## config.mk

```make
export PLATFORM = sky130hd
export DESIGN_NAME = stereo_bitcrusher
export DESIGN_NICKNAME = d
export VERILOG_FILES = /design/src/sv/bcr_pkg.sv /design/src/sv/stereo_bitcrusher.sv /design/src/sv/bcr_recip.sv /design/src/sv/bcr_mul.sv
export SDC_FILE = /design/constraint.sdc
export NUM_CORES = 2
export LEC_CHECK = 0
export BUFFER_PORTS_ARGS = -buffer_cell sky130_fd_sc_hd__buf_2
export CAP_MARGIN = 15
export CORE_AREA = 10 10 291 209
export DETAILED_ROUTE_END_ITERATION = 7
export DIE_AREA = 0 0 301 219
export PLACE_DENSITY = 0.8
export SLEW_MARGIN = 25
export SYNTH_ARGS = -nofsm -noshare
export SYNTH_HDL_FRONTEND = slang
export SYNTH_HIERARCHICAL = 1
export SYNTH_SLANG_ARGS = --single-unit
```

## constraint.sdc

```tcl
create_clock -name clk -period 10.42 [get_ports clk]
set_clock_uncertainty 0.05 [all_clocks]
set_input_delay 0.521 -clock clk [delete_from_list [all_inputs] [get_ports clk]]
set_output_delay 0.521 -clock clk [all_outputs]
set_load 0.005 [all_outputs]
```

## src/sv/bcr_pkg.sv

```systemverilog
// ----------------------------------------------------------------------------
// bcr_pkg: shared types and constants of the stereo bitcrusher
// Sample, scale and product widths, reciprocal reset value, Q15 saturation.
// ----------------------------------------------------------------------------
`default_nettype none

package bcr_pkg;

	localparam int SAMPLE_W = 16;
	localparam int SCALE_W  = 16;
	localparam int PHASE_W  = 16;
	localparam int QUO_W    = 32;
	localparam int RECIP_W  = QUO_W + 1;
	localparam int MUL_B_W  = RECIP_W + 1;
	localparam int PROD_W   = SAMPLE_W + MUL_B_W;

	typedef logic signed [SAMPLE_W-1:0] sample_t;
	typedef logic        [SCALE_W-1:0]  scale_t;
	typedef logic        [PHASE_W-1:0]  phase_t;
	typedef logic        [RECIP_W-1:0]  recip_t;
	typedef logic signed [MUL_B_W-1:0]  mul_b_t;
	typedef logic signed [PROD_W-1:0]   prod_t;

	// 2 * floor(2^31 / 65535)
	localparam recip_t RECIP_RESET = RECIP_W'(65536);
	localparam scale_t SCALE_RESET = 16'hFFFF;
	localparam phase_t RATE_RESET  = 16'h8000;

	localparam sample_t Q15_MAX = 16'sh7FFF;
	localparam sample_t Q15_MIN = -16'sh8000;

	localparam logic CFG_SCALE = 1'b0;
	localparam logic CFG_RATE  = 1'b1;

	// floor(p / 2^16) saturated to Q15
	function automatic sample_t sat_q15(input prod_t p);
		logic [PROD_W-32:0] top;
		sample_t res;
		top = p[PROD_W-1:31];
		if (top == '0 || top == '1) begin
			res = p[31:16];
		end else if (p[PROD_W-1]) begin
			res = Q15_MIN;
		end else begin
			res = Q15_MAX;
		end
		return res;
	endfunction

endpackage

`default_nettype wire

```

## src/sv/stereo_bitcrusher.sv

```systemverilog
// ----------------------------------------------------------------------------
// stereo_bitcrusher: amplitude quantizer with sample-rate reduction
// Sequencer around one shared multiplier and a bit-serial reciprocal divider.
// ----------------------------------------------------------------------------
// Usage:
//   Input channel (in_valid/in_stall) takes one stereo Q15 pair per transfer.
//   Output channel (out_valid/out_stall) returns one held pair per input.
//   Config channel (cfg_valid/cfg_ready): index 0 = scale, 1 = rate_step.
//   A nonzero scale write starts a reciprocal computation; in_stall is high
//   and cfg_ready low until it finishes.
// Sequencing:
//   Pair without capture: from ST_IDLE to ST_OUT, which loads the output register.
//   Pair with capture: four products through the one multiplier in ST_MUL_XL,
//   ST_MUL_XR, ST_MUL_YL and ST_MUL_YR, the held pair taken in ST_MUL_YR and
//   ST_FIN, then ST_OUT. One pair is in work at a time; the next transfer is
//   taken once the result sits in the output register.
// Reset: phase and held samples clear, scale = 65535, rate_step = 32768.
// Stall: the output register holds its pair; the sequencer waits for it.
// ----------------------------------------------------------------------------
`default_nettype none

module stereo_bitcrusher import bcr_pkg::*; (
	input  wire logic    clk,
	input  wire logic    arst_n,
	input  wire logic    in_valid,
	output logic         in_stall,
	input  wire sample_t left_in,
	input  wire sample_t right_in,
	output logic         out_valid,
	input  wire logic    out_stall,
	output sample_t      left_out,
	output sample_t      right_out,
	input  wire logic    cfg_valid,
	output logic         cfg_ready,
	input  wire logic    cfg_index,
	input  wire scale_t  cfg_data
);

	localparam logic [2:0] ST_IDLE   = 3'd0;
	localparam logic [2:0] ST_MUL_XL = 3'd1;
	localparam logic [2:0] ST_MUL_XR = 3'd2;
	localparam logic [2:0] ST_MUL_YL = 3'd3;
	localparam logic [2:0] ST_MUL_YR = 3'd4;
	localparam logic [2:0] ST_FIN    = 3'd5;
	localparam logic [2:0] ST_OUT    = 3'd6;

	logic [2:0] state_q;
	scale_t     scale_q;
	phase_t     rate_q;
	phase_t     phase_q;
	sample_t    held_left_q, held_right_q;
	sample_t    x_left_q, x_right_q;
	sample_t    y_left_q, y_right_q;
	logic       out_valid_q;
	sample_t    left_out_q, right_out_q;

	logic       cfg_wr, scale_wr, recip_busy;
	recip_t     recip;
	logic       in_xfer, out_free;
	phase_t     phase_sum;
	sample_t    mul_a;
	mul_b_t     mul_b;
	prod_t      prod;

	assign cfg_ready = !recip_busy;
	assign cfg_wr    = cfg_valid && cfg_ready;
	assign scale_wr  = cfg_wr && (cfg_index == CFG_SCALE);
	assign in_stall  = (state_q != ST_IDLE) || recip_busy;
	assign in_xfer   = in_valid && !in_stall;
	assign out_free  = !out_valid_q || !out_stall;
	assign phase_sum = phase_q + rate_q;

	bcr_recip u_recip (
		.clk     (clk),
		.arst_n  (arst_n),
		.start   (scale_wr),
		.divisor (cfg_data),
		.busy    (recip_busy),
		.recip   (recip)
	);

	always_comb begin
		unique case (state_q)
			ST_MUL_XL: begin
				mul_a = x_left_q;
				mul_b = MUL_B_W'(scale_q);
			end
			ST_MUL_XR: begin
				mul_a = x_right_q;
				mul_b = MUL_B_W'(scale_q);
			end
			ST_MUL_YL: begin
				mul_a = y_left_q;
				mul_b = MUL_B_W'(recip);
			end
			default: begin
				mul_a = y_right_q;
				mul_b = MUL_B_W'(recip);
			end
		endcase
	end

	bcr_mul u_mul (
		.clk  (clk),
		.a    (mul_a),
		.b    (mul_b),
		.prod (prod)
	);

	always_ff @(posedge clk or negedge arst_n) begin
		if (!arst_n) begin
			scale_q <= SCALE_RESET;
			rate_q  <= RATE_RESET;
		end else if (cfg_wr) begin
			if (cfg_index == CFG_SCALE) begin
				scale_q <= cfg_data;
			end else begin
				rate_q <= cfg_data;
			end
		end
	end

	always_ff @(posedge clk or negedge arst_n) begin
		if (!arst_n) begin
			state_q      <= ST_IDLE;
			phase_q      <= '0;
			held_left_q  <= '0;
			held_right_q <= '0;
			out_valid_q  <= 1'b0;
		end else begin
			if (state_q == ST_OUT && out_free) begin
				out_valid_q <= 1'b1;
			end else if (!out_stall) begin
				out_valid_q <= 1'b0;
			end
			unique case (state_q)
				ST_IDLE: begin
					if (in_xfer) begin
						if (phase_sum[PHASE_W-1]) begin
							phase_q <= {1'b0, phase_sum[PHASE_W-2:0]};
							state_q <= ST_MUL_XL;
						end else begin
							phase_q <= phase_sum;
							state_q <= ST_OUT;
						end
					end
				end
				ST_MUL_XL: state_q <= ST_MUL_XR;
				ST_MUL_XR: state_q <= ST_MUL_YL;
				ST_MUL_YL: state_q <= ST_MUL_YR;
				ST_MUL_YR: begin
					held_left_q <= sat_q15(prod);
					state_q     <= ST_FIN;
				end
				ST_FIN: begin
					held_right_q <= sat_q15(prod);
					state_q      <= ST_OUT;
				end
				ST_OUT: begin
					if (out_free) begin
						state_q <= ST_IDLE;
					end
				end
				default: state_q <= ST_IDLE;
			endcase
		end
	end

	always_ff @(posedge clk) begin
		if (in_xfer) begin
			x_left_q  <= left_in;
			x_right_q <= right_in;
		end
		if (state_q == ST_MUL_XR) begin
			y_left_q <= prod[31:16];
		end
		if (state_q == ST_MUL_YL) begin
			y_right_q <= prod[31:16];
		end
		if (state_q == ST_OUT && out_free) begin
			left_out_q  <= held_left_q;
			right_out_q <= held_right_q;
		end
	end

	assign out_valid = out_valid_q;
	assign left_out  = left_out_q;
	assign right_out = right_out_q;

	a_busy_stalls: assert property (@(posedge clk) disable iff (!arst_n)
		recip_busy |-> in_stall)
		else $error("input taken while reciprocal in progress");

	a_held_left: assert property (@(posedge clk) disable iff (!arst_n)
		(state_q != ST_MUL_YR) |=> $stable(held_left_q))
		else $error("held left changed outside its capture step");

	a_held_right: assert property (@(posedge clk) disable iff (!arst_n)
		(state_q != ST_FIN) |=> $stable(held_right_q))
		else $error("held right changed outside its capture step");

	a_out_load: assert property (@(posedge clk) disable iff (!arst_n)
		(state_q == ST_OUT && out_free) |=> out_valid_q && (state_q == ST_IDLE))
		else $error("result not loaded into output register");

endmodule

`default_nettype wire

```

## src/sv/bcr_recip.sv

```systemverilog
// ----------------------------------------------------------------------------
// bcr_recip: reciprocal of the scale register
// Restoring divider, one quotient bit a cycle: recip = 2 * floor(2^31 / scale).
// ----------------------------------------------------------------------------
`default_nettype none

module bcr_recip import bcr_pkg::*; (
	input  wire logic   clk,
	input  wire logic   arst_n,
	input  wire logic   start,
	input  wire scale_t divisor,
	output logic        busy,
	output recip_t      recip
);

	localparam int CNT_W = $clog2(QUO_W);

	scale_t               div_q;
	scale_t               rem_q;
	logic [QUO_W-1:0]     quo_q;
	logic [CNT_W-1:0]     cnt_q;
	logic                 busy_q;
	recip_t               recip_q;

	logic [SCALE_W:0]     trial;
	logic                 ge;
	logic [QUO_W-1:0]     quo_next;

	always_comb begin
		trial    = {rem_q, (cnt_q == CNT_W'(QUO_W - 1))};
		ge       = trial >= {1'b0, div_q};
		quo_next = {quo_q[QUO_W-2:0], ge};
	end

	always_ff @(posedge clk or negedge arst_n) begin
		if (!arst_n) begin
			busy_q  <= 1'b0;
			cnt_q   <= '0;
			recip_q <= RECIP_RESET;
		end else if (start) begin
			if (divisor == '0) begin
				busy_q  <= 1'b0;
				recip_q <= '0;
			end else begin
				busy_q <= 1'b1;
				cnt_q  <= CNT_W'(QUO_W - 1);
			end
		end else if (busy_q) begin
			cnt_q <= cnt_q - 1'b1;
			if (cnt_q == '0) begin
				busy_q  <= 1'b0;
				recip_q <= {quo_next, 1'b0};
			end
		end
	end

	always_ff @(posedge clk) begin
		if (start) begin
			div_q <= divisor;
			rem_q <= '0;
			quo_q <= '0;
		end else if (busy_q) begin
			rem_q <= ge ? SCALE_W'(trial - {1'b0, div_q}) : trial[SCALE_W-1:0];
			quo_q <= quo_next;
		end
	end

	assign busy  = busy_q;
	assign recip = recip_q;

endmodule

`default_nettype wire

```

## src/sv/bcr_mul.sv

```systemverilog
// ----------------------------------------------------------------------------
// bcr_mul: shared signed multiplier
// One product per cycle, registered output.
// ----------------------------------------------------------------------------
`default_nettype none

module bcr_mul import bcr_pkg::*; (
	input  wire logic    clk,
	input  wire sample_t a,
	input  wire mul_b_t  b,
	output prod_t        prod
);

	prod_t prod_q;

	always_ff @(posedge clk) begin
		prod_q <= a * b;
	end

	assign prod = prod_q;

endmodule

`default_nettype wire

```

; ---- After elaboration in Yosys (flattened, before gate mapping)
; Cells that the tools add are included.
[totals]
reg_bits = 331
word_cells = 86
[op_classes]
addsub = 3
mul = 1
magnitude_cmp = 1
n_eq_ne = 13
muxes = 22
bitwise_logic = 1
reduce_logical = 25
[ops]
columns = op, count
row1 = two-way mux 33 bit, 5
row2 = multiplier 16 x 34 -> 50 bit, 1
row3 = two-way mux 16 bit, 3
row4 = one-hot mux 16 bit (3 select lines), 1
row5 = one-hot mux 3 bit (7 select lines), 1
row6 = "== test 19 bit, second input constant", 1
row7 = zero test 19 bit, 1
row8 = >= comparator 17 x 16 -> 1 bit, 1
row9 = adder 15 x 16 -> 16 bit, 1
row10 = zero test 16 bit, 1
row11 = subtractor 16 bit, 1
row12 = two-way mux 5 bit, 3
row13 = AND reduction 2 bit, 5
row14 = "== test 3 bit, second input constant", 3
row15 = two-way mux 3 bit, 3
row16 = "== test 3 x 2 -> 1 bit, second input constant", 2
row17 = two-way mux 1 bit, 6
row18 = "!= test 2 bit, second input constant", 3
row19 = "== test 5 bit, second input constant", 1
row20 = zero test 5 bit, 1
row21 = "subtractor 5 x 1 -> 5 bit, second input constant", 1
row22 = logical AND 1 bit, 4
row23 = zero test 1 bit, 4
row24 = "!= test 2 x 1 -> 1 bit, second input constant", 2
row25 = 8 further kinds, 11

; ---- Depth between registers and ports, before layout
[logic_depth]
word_depth = 6
depth_mapped = 30
ltp_nobuf = 24

; ---- Cells and area by module
; Netlist, hierarchy kept.
[modules_own_cells]
columns = mod, n_inst, cells_per_inst, area_each_um2
row1 = bcr_mul, 1, 2231, 19951.6
row2 = stereo_bitcrusher, 1, 645, 8041.5
row3 = bcr_recip, 1, 465, 4764.6

; ---- Worst setup path after synthesis
; No wires, ideal clock.
[synth_path]
path_type = reg2reg
start = register state_q[1]
end = register u_mul.prod_q[42] (netlist: u_mul/prod[42])
setup_time_ns = 0.125
arrival_ns = 7.228
required_ns = 10.245
path_slack_ns = 3.017
stages_incl_launch_ff = 27
n_path_buf = 4
period_less_slack_ns = 7.403
path_cell_list = dfrtp_1 buf_2 nor2b_1 clkbuf_1 buf_2 a21oi_1 o21ai_0 clkbuf_1 nand2_1 fa_1 inv_1 fa_1 fa_1 fa_1 fa_1 inv_1 fa_1 inv_1 ha_1 a21o_1 o21a_1 a311oi_2 a311oi_1 or4b_1 a41o_1 a31oi_2 xnor2_1
[synth_between]
elab_cells_between_ends = 7
cone_classes = 1 x mul / 3 x eq/ne / 2 x mux / 1 x reduce/logical
[synth_rtl]
columns = item, line
row1 = start: declaration, stereo_bitcrusher.sv:47  ; logic [2:0] state_q;
row2 = start signal: assignment, stereo_bitcrusher.sv:125  ; state_q <= ST_IDLE;
row3 = start signal: assignment, stereo_bitcrusher.sv:141  ; state_q <= ST_MUL_XL;
row4 = start signal: assignment, stereo_bitcrusher.sv:144  ; state_q <= ST_OUT;
row5 = == test 3 x 2 -> 1 bit / == test 3 x 1 -> 1 bit (equally long branches), stereo_bitcrusher.sv:83  ; unique case (state_q)
row6 = one-hot mux 16 bit (3 select lines) *, stereo_bitcrusher.sv:83
row7 = net mul_a[10], stereo_bitcrusher.sv:61  ; sample_t mul_a;
row8 = multiplier 16 x 34 -> 50 bit *, bcr_mul.sv:17  ; prod_q <= a * b;
row9 = end signal: assignment, bcr_mul.sv:17
row10 = end: declaration, bcr_mul.sv:14  ; prod_t prod_q;
; The timed path passes the listed nets; every way through them passes the cells marked *.
; A chain may end at the register's enable or synchronous reset.

; ---- Final worst setup path
; Ends and elaborated chain as after synthesis.

==> results_dict.tcl <==
set metrics [dict create \
    ys_warn_count 6 \
    fillers 4326 \
    die_w_um 301 \
    track_usage_pct 26.2 \
    drtPass1Iterations 5 \
    overflow 0 \
    period_minus_slack_ns 8.85 \
    numPortBuffers 88 \
    antenna_found_initial 0 \
    clockBufferDepth 3 \
    drtAntennaViolNets 0 \
    cp-end-kind "flop" \
    synth_area_mm2 0.0322 \
    dp_hpwl_um 64400 \
    fmax_mhz 113 \
    row_count 72 \
    clk_latency_ns 0.58 \
    gp_congestion 0.958 \
    maxSlewHeadroom_pct 30.8 \
    dr_total_vias 23652 \
    worst_ep_arrival_time_ns 9.30 \
    drv_cap 0 \
    worst_setup_path_start_kind "flop" \
    hp-class "input port to flop" \
    cts_resized 0 \
    initial_core_util_pct 58.7 \
    nets 4043 \
    hold_violations 0 \
    drt-wirelength-per-cell_um 21.0 \
    drc_errors 0 \
    multi_input_area_mm2 0.0213 \
    final_max_slew_viol_count 0 \
    grt_pass1_vias 24308 \
    synthToLayoutAreaGrowth_pct 6.98 \
    die_h_um 219 \
    io_pins 89 \
    drtIter0Drc 2571 \
    grt_max_degree 67 \
    netlist_instances 3297 \
    register_area_mm2 0.00804 \
    path_class "flop to flop" \
    setup_tns_ns 0 \
    viasPerCell 5.79 \
    syn_area_per_cell_um2 9.78 \
    dieArea_mm2 0.0659 \
    cts_buffers 29 \
    clkTransAtPathRegs_ns 0.07 \
    crit_fanout 41 \
    antenna_cells 0 \
    setup_viol 0 \
    rsz0062_at_grt "false" \
    tightest_slew_ns 1.04 \
    final_layout_size_suffix_gt1_share_pct 9.27 \
    fin_crit_sh_pct 84.9 \
    placeableCoreArea_mm2 0.0550 \
    cts_sinks 314 \
    wl_um 85700 \
    crit_required_ns 10.87 \
    cts_hold_buffers 1 \
    cts-root-buf "clkbuf_16" \
    h-tree-depth 1 \
    grt_pass1_wl_um 137000 \
    cts_setup_buffers 0 \
    status "finished clean" \
    cts_tree "built" \
]
[registers in the layout, summed over array words and instances, names as in the netlist, 15 cells and up]
name,flops
u_mul/prod,34
u_recip/recip,32
u_recip/quo_q,31
held_left_q,16
held_right_q,16
left_out,16
rate_q,16
right_out,16
scale_q,16
u_recip/div_q,16
u_recip/rem_q,16
x_left_q,16
x_right_q,16
y_left_q,16
y_right_q,16
phase_q,15
[path summary, 6_finish.rpt]
check,startpoint,end,slack (ns),depth (start not counted)
min in group asynchronous,arst_n,phase_q[1],0.51,2
worst max-delay path,state_q[1],u_mul/prod[42],1.57,24
worst min-delay path,left_in[14],x_left_q[14],0.07,1
worst min register to register,held_right_q[12],right_out[12],0.39,0
max in group asynchronous,arst_n,u_recip/busy,8.47,3
worst max register to register,state_q[1],u_mul/prod[42],1.57,24
[area by class of cell]
class / count / area share [%]
Tap cell: 740 / 2.68
Timing Repair Buffer: 137 / 2.36
Multi-Input combinational cell: 2200 / 61.8
Inverter: 639 / 6.95
Clock buffer: 38 / 2.38
Sequential cell: 314 / 23.3
Clock inverter: 16 / 0.569
[per-stage QoR]
stage	hold slack, ns	setup slack (ns)	std cells	area, µm²	utilization, %
finish	0.0693	1.57	4084	34500	62.8
global route	0.0558	1.10	4084	34500	62.8
floorplan	0.175	3.02	3303	32300	-
global placement	0.379	2.06	4029	33500	60.9
CTS	0.0480	1.75	4084	34500	62.8
detailed placement	0.379	1.79	4029	33500	60.9
[critical path: stages (launching register included)]
cell and delay, ns:
dfrtp_1 0.32, buf_4 0.40, nor2b_1 0.88, a21oi_1 0.21, o21ai_2 0.66, buf_4 0.40
nand2_1 0.12, fa_1 0.50, fa_1 0.48, fa_1 0.55, inv_1 0.06, fa_1 0.50
fa_1 0.51, inv_1 0.06, fa_1 0.54, inv_1 0.07, ha_1 0.35, a21oi_1 0.24
o21ai_0 0.21, o21ai_0 0.28, a21oi_1 0.15, or4b_1 0.55, a41o_1 0.32, a31oi_2 0.19
xnor2_1 0.13
[metal layers]
metal  share of wire (%)  vias to the layer above  track usage (%)
met2                  41                     1449             37.1
met5                   0                        -                0
met4                 2.1                        0             5.38
li1                    -                    10372                -
met3                  15                      135             11.2
met1                  42                    11696             37.1
[layout by cell type (no fill, tap or decap), types with 29 or more instances in the layout]
cell type	n
inv_1	638
fa_1	516
nand2_1	447
and2_1	221
ha_1	152
nor2_1	117
edfxtp_1	112
dfrtp_1	102
a21oi_1	95
buf_2	87
dfxtp_1	81
mux2_2	64
o21ai_0	54
buf_4	49
xnor2_1	47
nor2b_1	40
o211ai_1	39
mux2i_1	32
a22o_1	31
clkbuf_16	30
a21o_1	29
Power is not shown: default switching activity piles up to over one toggle a cycle in this logic, so the estimate is an artifact.
